### src/rtl/core/tdr_pkg.sv
// tdr_pkg: shared widths, operation and route codes, and the
// controller-to-datapath command struct for the dispatch registry.
// Depends on nothing.
`default_nettype none

package tdr_pkg;

  // field widths
  localparam int KIND_W  = 3;
  localparam int ADDR_W  = 48;
  localparam int SIG_W   = 64;
  localparam int ROUTE_W = 2;

  // default table depth
  localparam int TDR_TABLE_ENTRIES = 16;

  // operation codes
  localparam logic [KIND_W-1:0] OP_ADD      = 3'd0;
  localparam logic [KIND_W-1:0] OP_DISPATCH = 3'd1;
  localparam logic [KIND_W-1:0] OP_ERASE    = 3'd2;
  localparam logic [KIND_W-1:0] OP_TOMB     = 3'd3;
  localparam logic [KIND_W-1:0] OP_GET      = 3'd4;

  // dispatch route codes
  localparam logic [ROUTE_W-1:0] ROUTE_GUEST    = 2'd0;
  localparam logic [ROUTE_W-1:0] ROUTE_REJECT   = 2'd1;
  localparam logic [ROUTE_W-1:0] ROUTE_FRONTEND = 2'd2;

  // commands from the controller to the datapath
  typedef struct packed {
    logic load;  // capture the incoming transaction
    logic exec;  // search, update the table and load the result
  } tdr_cmd_t;

endpackage

`default_nettype wire

### src/rtl/core/tdr_ctrl.sv
// tdr_ctrl: two-state controller that sequences one transaction at a time
// and drives the result strobe. Depends on tdr_pkg.
`default_nettype none

module tdr_ctrl
  import tdr_pkg::*;
(
  input  wire logic     clk,
  input  wire logic     rst_n,
  input  wire logic     start,
  output logic          busy,
  output tdr_cmd_t      cmd,
  output logic          out_valid
);

  localparam logic ST_IDLE = 1'b0;
  localparam logic ST_EXEC = 1'b1;

  logic state_r, state_nxt;
  logic out_valid_r;

  // next state
  always_comb begin
    state_nxt = state_r;
    case (state_r)
      ST_IDLE: begin
        if (start) state_nxt = ST_EXEC;
      end
      ST_EXEC: begin
        state_nxt = ST_IDLE;
      end
      default: begin
        state_nxt = ST_IDLE;
      end
    endcase
  end

  // commands to the datapath
  always_comb begin
    cmd.load = start && (state_r == ST_IDLE);
    cmd.exec = (state_r == ST_EXEC);
  end

  // state and strobe registers
  always_ff @(posedge clk) begin
    if (!rst_n) begin
      state_r     <= ST_IDLE;
      out_valid_r <= 1'b0;
    end else begin
      state_r     <= state_nxt;
      out_valid_r <= cmd.exec;
    end
  end

  assign busy      = (state_r != ST_IDLE);
  assign out_valid = out_valid_r;

endmodule

`default_nettype wire

### src/rtl/core/tdr_datapath.sv
// tdr_datapath: slot storage, parallel key and target compare, table update
// and result registers. Depends on tdr_pkg.
`default_nettype none

module tdr_datapath
  import tdr_pkg::*;
#(
  parameter int TABLE_ENTRIES = TDR_TABLE_ENTRIES
) (
  input  wire logic               clk,
  input  wire logic               rst_n,
  input  wire tdr_cmd_t           cmd,
  input  wire logic [KIND_W-1:0]  in_kind,
  input  wire logic [ADDR_W-1:0]  in_host_key,
  input  wire logic [ADDR_W-1:0]  in_guest_target,
  input  wire logic [SIG_W-1:0]   in_call_signature,
  output logic                    out_accepted,
  output logic                    out_table_full,
  output logic [ROUTE_W-1:0]      out_route,
  output logic [ADDR_W-1:0]       out_route_address,
  output logic                    out_present,
  output logic                    out_retired,
  output logic [ADDR_W-1:0]       out_stored_target,
  output logic [SIG_W-1:0]        out_stored_signature
);

  localparam int N = TABLE_ENTRIES;

  // captured transaction
  logic [KIND_W-1:0] kind_r;
  logic [ADDR_W-1:0] key_r;
  logic [ADDR_W-1:0] tgt_r;
  logic [SIG_W-1:0]  sig_r;

  // slot state
  logic [N-1:0]      used_r, used_nxt;
  logic [N-1:0]      retired_r, retired_nxt;
  logic [ADDR_W-1:0] key_mem_r [N];
  logic [ADDR_W-1:0] target_mem_r [N];
  logic [SIG_W-1:0]  sig_mem_r [N];

  // search results
  logic [N-1:0]      key_hit, key_first, free_first, tgt_hit;
  logic              any_key, any_free;
  logic              sel_retired;
  logic [ADDR_W-1:0] sel_target;
  logic [SIG_W-1:0]  sel_sig;

  // slot write enables
  logic [N-1:0]      wr_key, wr_bind, clr_target;

  // result next values
  logic               accepted_nxt, table_full_nxt, present_nxt, retired_out_nxt;
  logic [ROUTE_W-1:0] route_nxt;
  logic [ADDR_W-1:0]  route_addr_nxt, stored_target_nxt;
  logic [SIG_W-1:0]   stored_sig_nxt;

  // result registers
  logic               accepted_r, table_full_r, present_r, retired_out_r;
  logic [ROUTE_W-1:0] route_r;
  logic [ADDR_W-1:0]  route_addr_r, stored_target_r;
  logic [SIG_W-1:0]   stored_sig_r;

  // transaction capture
  always_ff @(posedge clk) begin
    if (cmd.load) begin
      kind_r <= in_kind;
      key_r  <= in_host_key;
      tgt_r  <= in_guest_target;
      sig_r  <= in_call_signature;
    end
  end

  // parallel compare against every slot
  always_comb begin
    for (int i = 0; i < N; i++) begin
      key_hit[i] = used_r[i] && (key_mem_r[i] == key_r);
      tgt_hit[i] = used_r[i] && !retired_r[i] && (target_mem_r[i] == tgt_r);
    end
  end

  // lowest-index hit and free slot, one-hot
  assign key_first  = key_hit & (~key_hit + N'(1));
  assign free_first = ~used_r & (used_r + N'(1));
  assign any_key    = |key_hit;
  assign any_free   = ~&used_r;

  // read out the found slot
  always_comb begin
    sel_retired = 1'b0;
    sel_target  = '0;
    sel_sig     = '0;
    for (int i = 0; i < N; i++) begin
      sel_retired = sel_retired | (key_first[i] & retired_r[i]);
      sel_target  = sel_target | ({ADDR_W{key_first[i]}} & target_mem_r[i]);
      sel_sig     = sel_sig | ({SIG_W{key_first[i]}} & sig_mem_r[i]);
    end
  end

  // operation decode: table update and result
  always_comb begin
    used_nxt          = used_r;
    retired_nxt       = retired_r;
    wr_key            = '0;
    wr_bind           = '0;
    clr_target        = '0;
    accepted_nxt      = 1'b0;
    table_full_nxt    = 1'b0;
    route_nxt         = ROUTE_GUEST;
    route_addr_nxt    = '0;
    present_nxt       = 1'b0;
    retired_out_nxt   = 1'b0;
    stored_target_nxt = '0;
    stored_sig_nxt    = '0;
    case (kind_r)
      OP_ADD: begin
        if (!any_key) begin
          if (any_free) begin
            used_nxt     = used_r | free_first;
            retired_nxt  = retired_r & ~free_first;
            wr_key       = free_first;
            wr_bind      = free_first;
            accepted_nxt = 1'b1;
          end else begin
            table_full_nxt = 1'b1;
          end
        end else if (sel_retired) begin
          // rebind a tombstoned key
          retired_nxt  = retired_r & ~key_first;
          wr_bind      = key_first;
          accepted_nxt = 1'b1;
        end else begin
          accepted_nxt = (sel_target == tgt_r);
        end
      end
      OP_DISPATCH: begin
        if (!any_key) begin
          route_nxt      = ROUTE_FRONTEND;
          route_addr_nxt = key_r;
        end else if (sel_retired) begin
          route_nxt = ROUTE_REJECT;
        end else begin
          route_nxt      = ROUTE_GUEST;
          route_addr_nxt = sel_target;
        end
      end
      OP_ERASE: begin
        used_nxt = used_r & ~tgt_hit;
      end
      OP_TOMB: begin
        retired_nxt = retired_r | tgt_hit;
        clr_target  = tgt_hit;
      end
      OP_GET: begin
        if (any_key) begin
          present_nxt       = 1'b1;
          retired_out_nxt   = sel_retired;
          stored_target_nxt = sel_target;
          stored_sig_nxt    = sel_sig;
        end
      end
      default: begin
      end
    endcase
  end

  // slot flags
  always_ff @(posedge clk) begin
    if (!rst_n) begin
      used_r    <= '0;
      retired_r <= '0;
    end else if (cmd.exec) begin
      used_r    <= used_nxt;
      retired_r <= retired_nxt;
    end
  end

  // slot payload storage
  always_ff @(posedge clk) begin
    for (int i = 0; i < N; i++) begin
      if (cmd.exec && wr_key[i]) key_mem_r[i] <= key_r;
      if (cmd.exec && wr_bind[i]) begin
        target_mem_r[i] <= tgt_r;
        sig_mem_r[i]    <= sig_r;
      end else if (cmd.exec && clr_target[i]) begin
        target_mem_r[i] <= '0;
      end
    end
  end

  // result registers
  always_ff @(posedge clk) begin
    if (cmd.exec) begin
      accepted_r      <= accepted_nxt;
      table_full_r    <= table_full_nxt;
      route_r         <= route_nxt;
      route_addr_r    <= route_addr_nxt;
      present_r       <= present_nxt;
      retired_out_r   <= retired_out_nxt;
      stored_target_r <= stored_target_nxt;
      stored_sig_r    <= stored_sig_nxt;
    end
  end

  assign out_accepted         = accepted_r;
  assign out_table_full       = table_full_r;
  assign out_route            = route_r;
  assign out_route_address    = route_addr_r;
  assign out_present          = present_r;
  assign out_retired          = retired_out_r;
  assign out_stored_target    = stored_target_r;
  assign out_stored_signature = stored_sig_r;

endmodule

`default_nettype wire

### src/rtl/core/tombstoning_dispatch_registry_unit.sv
// Tombstoning dispatch registry, top level: a command-style port in front of
// an associative table of host keys. Each transaction accepted while busy is
// low passes through the accept cycle and the execute cycle, in which all
// slots are compared in parallel, the table is updated and the result is
// registered. The result is shown from those registers for exactly one cycle
// with out_valid; the receiver cannot stall it. busy is low again in the cycle
// the result shows, so a new transaction can be taken then, not before.
// The slot flags reset to empty; there is no clearing pass after reset.
// Depends on tdr_pkg, tdr_ctrl and tdr_datapath.
`default_nettype none

module tombstoning_dispatch_registry_unit
  import tdr_pkg::*;
#(
  parameter int TABLE_ENTRIES = TDR_TABLE_ENTRIES
) (
  input  wire logic               clk,
  input  wire logic               rst_n,
  input  wire logic               start,
  output logic                    busy,
  input  wire logic [KIND_W-1:0]  in_kind,
  input  wire logic [ADDR_W-1:0]  in_host_key,
  input  wire logic [ADDR_W-1:0]  in_guest_target,
  input  wire logic [SIG_W-1:0]   in_call_signature,
  output logic                    out_valid,
  output logic                    out_accepted,
  output logic                    out_table_full,
  output logic [ROUTE_W-1:0]      out_route,
  output logic [ADDR_W-1:0]       out_route_address,
  output logic                    out_present,
  output logic                    out_retired,
  output logic [ADDR_W-1:0]       out_stored_target,
  output logic [SIG_W-1:0]        out_stored_signature
);

  tdr_cmd_t cmd;

  // sequencing
  tdr_ctrl u_ctrl (
    .clk       (clk),
    .rst_n     (rst_n),
    .start     (start),
    .busy      (busy),
    .cmd       (cmd),
    .out_valid (out_valid)
  );

  // table and result datapath
  tdr_datapath #(
    .TABLE_ENTRIES (TABLE_ENTRIES)
  ) u_datapath (
    .clk                  (clk),
    .rst_n                (rst_n),
    .cmd                  (cmd),
    .in_kind              (in_kind),
    .in_host_key          (in_host_key),
    .in_guest_target      (in_guest_target),
    .in_call_signature    (in_call_signature),
    .out_accepted         (out_accepted),
    .out_table_full       (out_table_full),
    .out_route            (out_route),
    .out_route_address    (out_route_address),
    .out_present          (out_present),
    .out_retired          (out_retired),
    .out_stored_target    (out_stored_target),
    .out_stored_signature (out_stored_signature)
  );

endmodule

`default_nettype wire

### config.mk
export PLATFORM = sky130hd
export DESIGN_NAME = tombstoning_dispatch_registry_unit
export DESIGN_NICKNAME = d
export VERILOG_FILES = /design/src/rtl/core/tdr_pkg.sv /design/src/rtl/core/tdr_ctrl.sv /design/src/rtl/core/tdr_datapath.sv /design/src/rtl/core/tombstoning_dispatch_registry_unit.sv
export SDC_FILE = /design/constraint.sdc
export NUM_CORES = 2
export LEC_CHECK = 0
export CORE_MARGIN = 2
export CORE_UTILIZATION = 45
export CTS_CLUSTER_SIZE = 24
export DETAILED_ROUTE_END_ITERATION = 16
export DONT_BUFFER_PORTS = 1
export PLACE_DENSITY = 0.62
export REMOVE_ABC_BUFFERS = 1
export SLEW_MARGIN = 0
export SYNTH_ARGS = -nofsm -noshare
export SYNTH_HDL_FRONTEND = slang
export SYNTH_SLANG_ARGS = --single-unit
export TNS_END_PERCENT = 10
### constraint.sdc
create_clock -name clk -period 15.8 [get_ports clk]
set_input_delay 3.16 -clock clk [delete_from_list [all_inputs] [get_ports clk]]
set_output_delay 3.16 -clock clk [all_outputs]
set_load 0.01 [all_outputs]
; ---- Word-level counts from Yosys, hierarchy flattened
; Memories as Yosys holds them, arrays and structs flattened.
; Cells that the tools add are included.
[totals]
memories = 3
out_inout_bits = 168
ff_bits = 363
ramBits = 2560
wordCells = 582
[memory_table]
columns = memory, depth, width, rd, rd_ports_with_merged_regs, write_ports, line_no
row1 = u_datapath.sig_mem_r, 16, 64, 16, 0, 1, tdr_datapath.sv:40  ; logic [SIG_W-1:0] sig_mem_r [N];
row2 = u_datapath.key_mem_r, 16, 48, 16, 0, 1, tdr_datapath.sv:38  ; logic [ADDR_W-1:0] key_mem_r [N];
row3 = u_datapath.target_mem_r, 16, 48, 16, 0, 16, tdr_datapath.sv:39  ; logic [ADDR_W-1:0] target_mem_r [N];
[op_classes]
n_bitwise = 123
n_eq_ne = 41
mux = 243
n_reduce_logical = 153
addsub = 2
[ops]
columns = cell, count
row1 = $eq A48 B48 Y1, 33
row2 = $mux W48, 33
row3 = $and A64 B64 Y64, 16
row4 = $mux W64, 15
row5 = $or A64 B64 Y64, 15
row6 = $reduce_or A64 Y1, 15
row7 = $and A48 B48 Y48, 16
row8 = $or A48 B48 Y48, 15
row9 = $reduce_or A48 Y1, 15
row10 = $mux W16, 12
row11 = $mux W1, 149
row12 = $mux W4, 30
row13 = $logic_and A1 B1 Y1, 97
row14 = $and A16 B16 Y16, 5
row15 = $not A16 Y16, 5
row16 = $pmux W16 S2, 2
row17 = $add A16 B1 Y16 const B, 2
row18 = $or A16 B16 Y16, 2
row19 = $or A1 B1 Y1, 31
row20 = $reduce_or A17 Y1, 1
row21 = $and A1 B1 Y1, 16
row22 = $logic_not A1 Y1, 16
row23 = $reduce_and A16 Y1, 1
row24 = $reduce_or A16 Y1, 1
row25 = other kinds (13), 19

; ---- Longest topological paths before layout
; An unclocked memory read counts as a cell.
[depth]
word_depth = 44
mapped_depth = 20

; ---- By module
; Synthesis repeated with hierarchy kept, for this count alone.
[unflattened]
hier_cells = 9044
hier_area_um2 = 126670.2
[by_module_without_submodules]
columns = module, cells_per_inst, area_per_inst_um2, instances, seq_area_each_um2
row1 = tdr_datapath, 9038, 126596.4, 1, 86913.4
row2 = tdr_ctrl, 6, 73.8, 1, 40.0

; ---- Worst setup path after synthesis
; No wires, ideal clock.
[synth_timing]
kind = register to register
from = register u_ctrl.state_r (netlist: u_ctrl.busy)
to = register u_datapath.key_r[0] (enable)
required_ns = 13.976
period_less_slack_ns = 14.574
arrival_time_ns = 12.750
slack_ns = 1.226
path_stages_with_launch = 2
setup_time_ns = 1.824
path_cell_list = dfxtp_1 > nor2b_1
[synth_lines]
columns = element, line_no
row1 = "start, declared", tdr_ctrl.sv:19  ; logic state_r, state_nxt;
row2 = "start signal, assigned", tdr_ctrl.sv:50  ; state_r <= state_nxt;
row3 = "end signal, assigned", tdr_datapath.sv:68  ; key_r <= in_host_key;
row4 = "end, declared", tdr_datapath.sv:31  ; logic [ADDR_W-1:0] key_r;

==> results.toml <==
[clock_network]
clk_latency_ns = 0.96
root_buffer = "clkbuf_16"
post_cts.repair.setup_buffers = 0
h-tree-depth = 5
clkSinkCount = 2923
cts_buffer_depth = 4
cts_resized = 0
cts_tree = "done"
cts_buffers = 319
hold_buffers = 0
cts.clk_slew.worst_paths_ns = 0.06

[finish]
area_growth_syn_to_layout_pct = 12.3
drive_gt1_share_pct = 10.5
fin_area_um2 = 141000
layout.nets = 8866
fillCellCount = 23400
multi_input_comb_area_um2 = 35200
regArea_um2 = 87000
fin_cells = 12700

[sta]
fmax_mhz = 121
fin_ws_ns = 7.55
min_period_ns = 8.25
tightest_slew_ns = 1.70
fin_skew_ns = 0.0644
hold_viol = 0
rsz0062_at_grt = "no"
fin_setup_tns_ns = 0
slew_violations = 4
relSlewSlack_pct = -13.1
setup_viol = 0
fin_crit_sh_pct = 52.2

[global_routing]
antenna_found_initial = 79
grt_overflow = 0
grt_max_degree = 105
gr-usage-all-layers_pct = 35.4
grt_pass1_wl_um = 682000
grt_pass1_vias = 77900

[synth]
ys_types = 89
synth.ff_latch_count = 2923
ys.flop_type = "edfxtp_1"
synth_edf_count = 2841
synth_area_um2 = 125000
synth.avg_cell_area_um2 = 14.4
ys_warn_count = 0
async_flop_share_pct = 0
synthCells = 8683
yosysSeqAreaShare_pct = 69.5

[routing]
drtAntennaViolNets = 0
drc = 0
wire_per_inst_um = 40.2
drt_wl_total_um = 509000
vias = 83400
avgViaCountPerCell = 6.58
dr.pass1.iters = 13
drt_iter0_drc = 15000

[critical_path]
crit_chain = "buf_4 > nor2b_1 > a2111o_1 > nor4_1 > nand4_1 > buf_4 > nor4_4 > buf_4 > and3_4 > a222oi_1 > and3_1 > a21oi_4 > a21o_4 > nand2b_2 > buf_4"
r2r-start = "u_datapath.key_r[33]$_DFFE_PP_"
path_class = "reg2reg"
cp_slowest_stage_delay_ns = 0.98
ff2ff_setup_slack_ns = 7.55
worstPathMaxFanout = 48
end_kind = "flop"
critPathLaunch = "u_datapath.key_r[33]$_DFFE_PP_"
crit_top_cell = "buf_4"
start_kind = "flop"
crit_arrival_ns = 8.81
required_ns = 16.35
slowest_stage = "nor4_1"

[min_path]
worstHoldStart = "u_datapath.target_mem_r[8][7]$_SDFFE_PP0N_"
hold_path_class = "reg2reg"

[floorplan]
num_rows = 193
core_region_area_um2 = 276000
die_y_um = 531
initial_core_util_pct = 45.2
die_w_um = 531
pin_count = 334
die_area_um2 = 282000

[placed_design]
dp_hpwl_um = 334000
port_buffers = 0
placedCellCount = 12100
place.gp.congestion = 1.11
dp_slack_ns = 7.71
placed_cell_area_um2 = 130000

[pwr]
leakagePower_nw = 43.8
p_per_area_nw_per_um2 = 120
irDropWorstVdd_mv = 0.136

[status]
violations = "slew limit"
status = "finished with violations"

[flow_run]
cap_viol_max_count = 0
[per-layer routing]
| layer | up-vias | track usage, % | wire length, µm |
|---|---|---|---|
| li1 | 33100 | - | - |
| met1 | 42500 | 46.6 | 192000 |
| met2 | 6214 | 52.5 | 220000 |
| met3 | 1509 | 9.23 | 58900 |
| met4 | 54 | 21.4 | 37700 |
| met5 | - | 0 | 442 |
[critical path: cells and delay by family (launching register included)]
| family | cells | cell delay, ns |
|---|---|---|
| compound gates | 4 | 2.01 |
| buf+inv | 4 | 1.85 |
| flops | 1 | 0.77 |
| simple gates | 7 | 2.98 |
[layout by cell type (no fill, tap or decap), drive strengths merged, types with 16 or more instances in the layout]
master,count
a2111oi,29
a21oi,264
a221oi,180
a222oi,119
a22o,137
a22oi,195
a32o,25
a32oi,32
a41oi,66
and2,351
and3,34
and4,26
buf,352
bufinv,23
clkbuf,404
clkinv,140
dfxtp,82
diode,22
edfxtp,2841
inv,155
nand2,467
nand2b,52
nand3,95
nand4,290
nor2,284
nor2b,90
nor3,58
nor4,215
o2111ai,29
o21ai,186
o22ai,55
or2,16
xnor2,913
xor2,509
[cell families (layout without fill, tap and decap cells)]
family / count (synthesis) / count (layout) / share of synthesized area (%)
flops: 2923 / 2923 / 69.5
simple gates: 2027 / 2027 / 8.71
compound gates: 1493 / 1493 / 8.98
xor+xnor: 1422 / 1422 / 9.96
buf+inv: 813 / 1087 / 2.80
mux: 5 / 5 / 0.0400
other cells: 0 / 22 / 0
[path summary, 6_finish.rpt]
| check | to | cells after the start |
|---|---|---|
| setup / recovery | u_datapath.target_mem_r[10][11]$_SDFFCE_PP0P_ | 15 |
| hold / removal | u_datapath.target_mem_r[8][7]$_SDFFE_PP0N_ | 2 |
| setup reg to reg | u_datapath.target_mem_r[10][11]$_SDFFCE_PP0P_ | 15 |
| hold reg to reg | u_datapath.target_mem_r[8][7]$_SDFFE_PP0N_ | 2 |
[flip-flops by register name (all words and copies together) (netlist names), 16 cells and up]
name and count:
u_datapath.key_mem_r 768, u_datapath.key_r 48, u_datapath.out_route_address 48, u_datapath.out_stored_signature 64, u_datapath.out_stored_target 48, u_datapath.retired_r 16, u_datapath.sig_mem_r 1024, u_datapath.sig_r 64
u_datapath.target_mem_r 768, u_datapath.tgt_r 48, u_datapath.used_r 16
[metrics by stage]
step / util, % / hold slack [ns] / power, W
floorplan: - / 0.453 / 0.00912
global placement: 47.1 / 0.484 / 0.00948
detailed placement: 47.1 / 0.477 / 0.00949
CTS: 50.8 / 0.485 / 0.0168
global route: 50.8 / 0.504 / 0.0172
finish: 50.8 / 0.490 / 0.0168
[area by class of cell]
| type | count | share of cell area [%] |
|---|---|---|
| sequential | 2923 | 61.9 |
| multi-input combinational | 4947 | 25.1 |
| clock buffer | 404 | 5.98 |
| tap | 3705 | 3.30 |
| timing repair buffer | 352 | 1.93 |
| clock inverter | 174 | 1.37 |
| inverter | 157 | 0.423 |
| antenna | 22 | 0.0392 |
[Yosys cell counts (82+ instances only)]
library cell  number  share of area [%]
nor4_1           207                1.0
and2_1           350                1.8
nand2_1          467                1.4
inv_1            147               0.44
a222oi_1         119               0.95
a22o_1           137               0.96
nor2_1           283               0.85
a221oi_1         180                1.3
nand3_1           95               0.38
xor2_1           509                3.6
buf_2            106               0.42
a22oi_1          195                1.2
dfxtp_1           82                1.3
nand4_1          289                1.4
xnor2_1          913                6.4
clkbuf_1         420                1.3
a21oi_1          264                1.1
o21ai_0          150               0.60
nor2b_1           90               0.45
edfxtp_1        2841                 68
[report_power, final]
part	leakage [nW]	internal [W]	total (W)	switching [W]
Sequential	26.5	0.00855	0.00863	0.0000748
Clock	4.99	0.00420	0.00746	0.00326
Combinational	12.3	0.000201	0.000726	0.000525
Total	43.8	0.0130	0.0168	0.00386
Note: power is estimated with default switching activity, not from simulation.
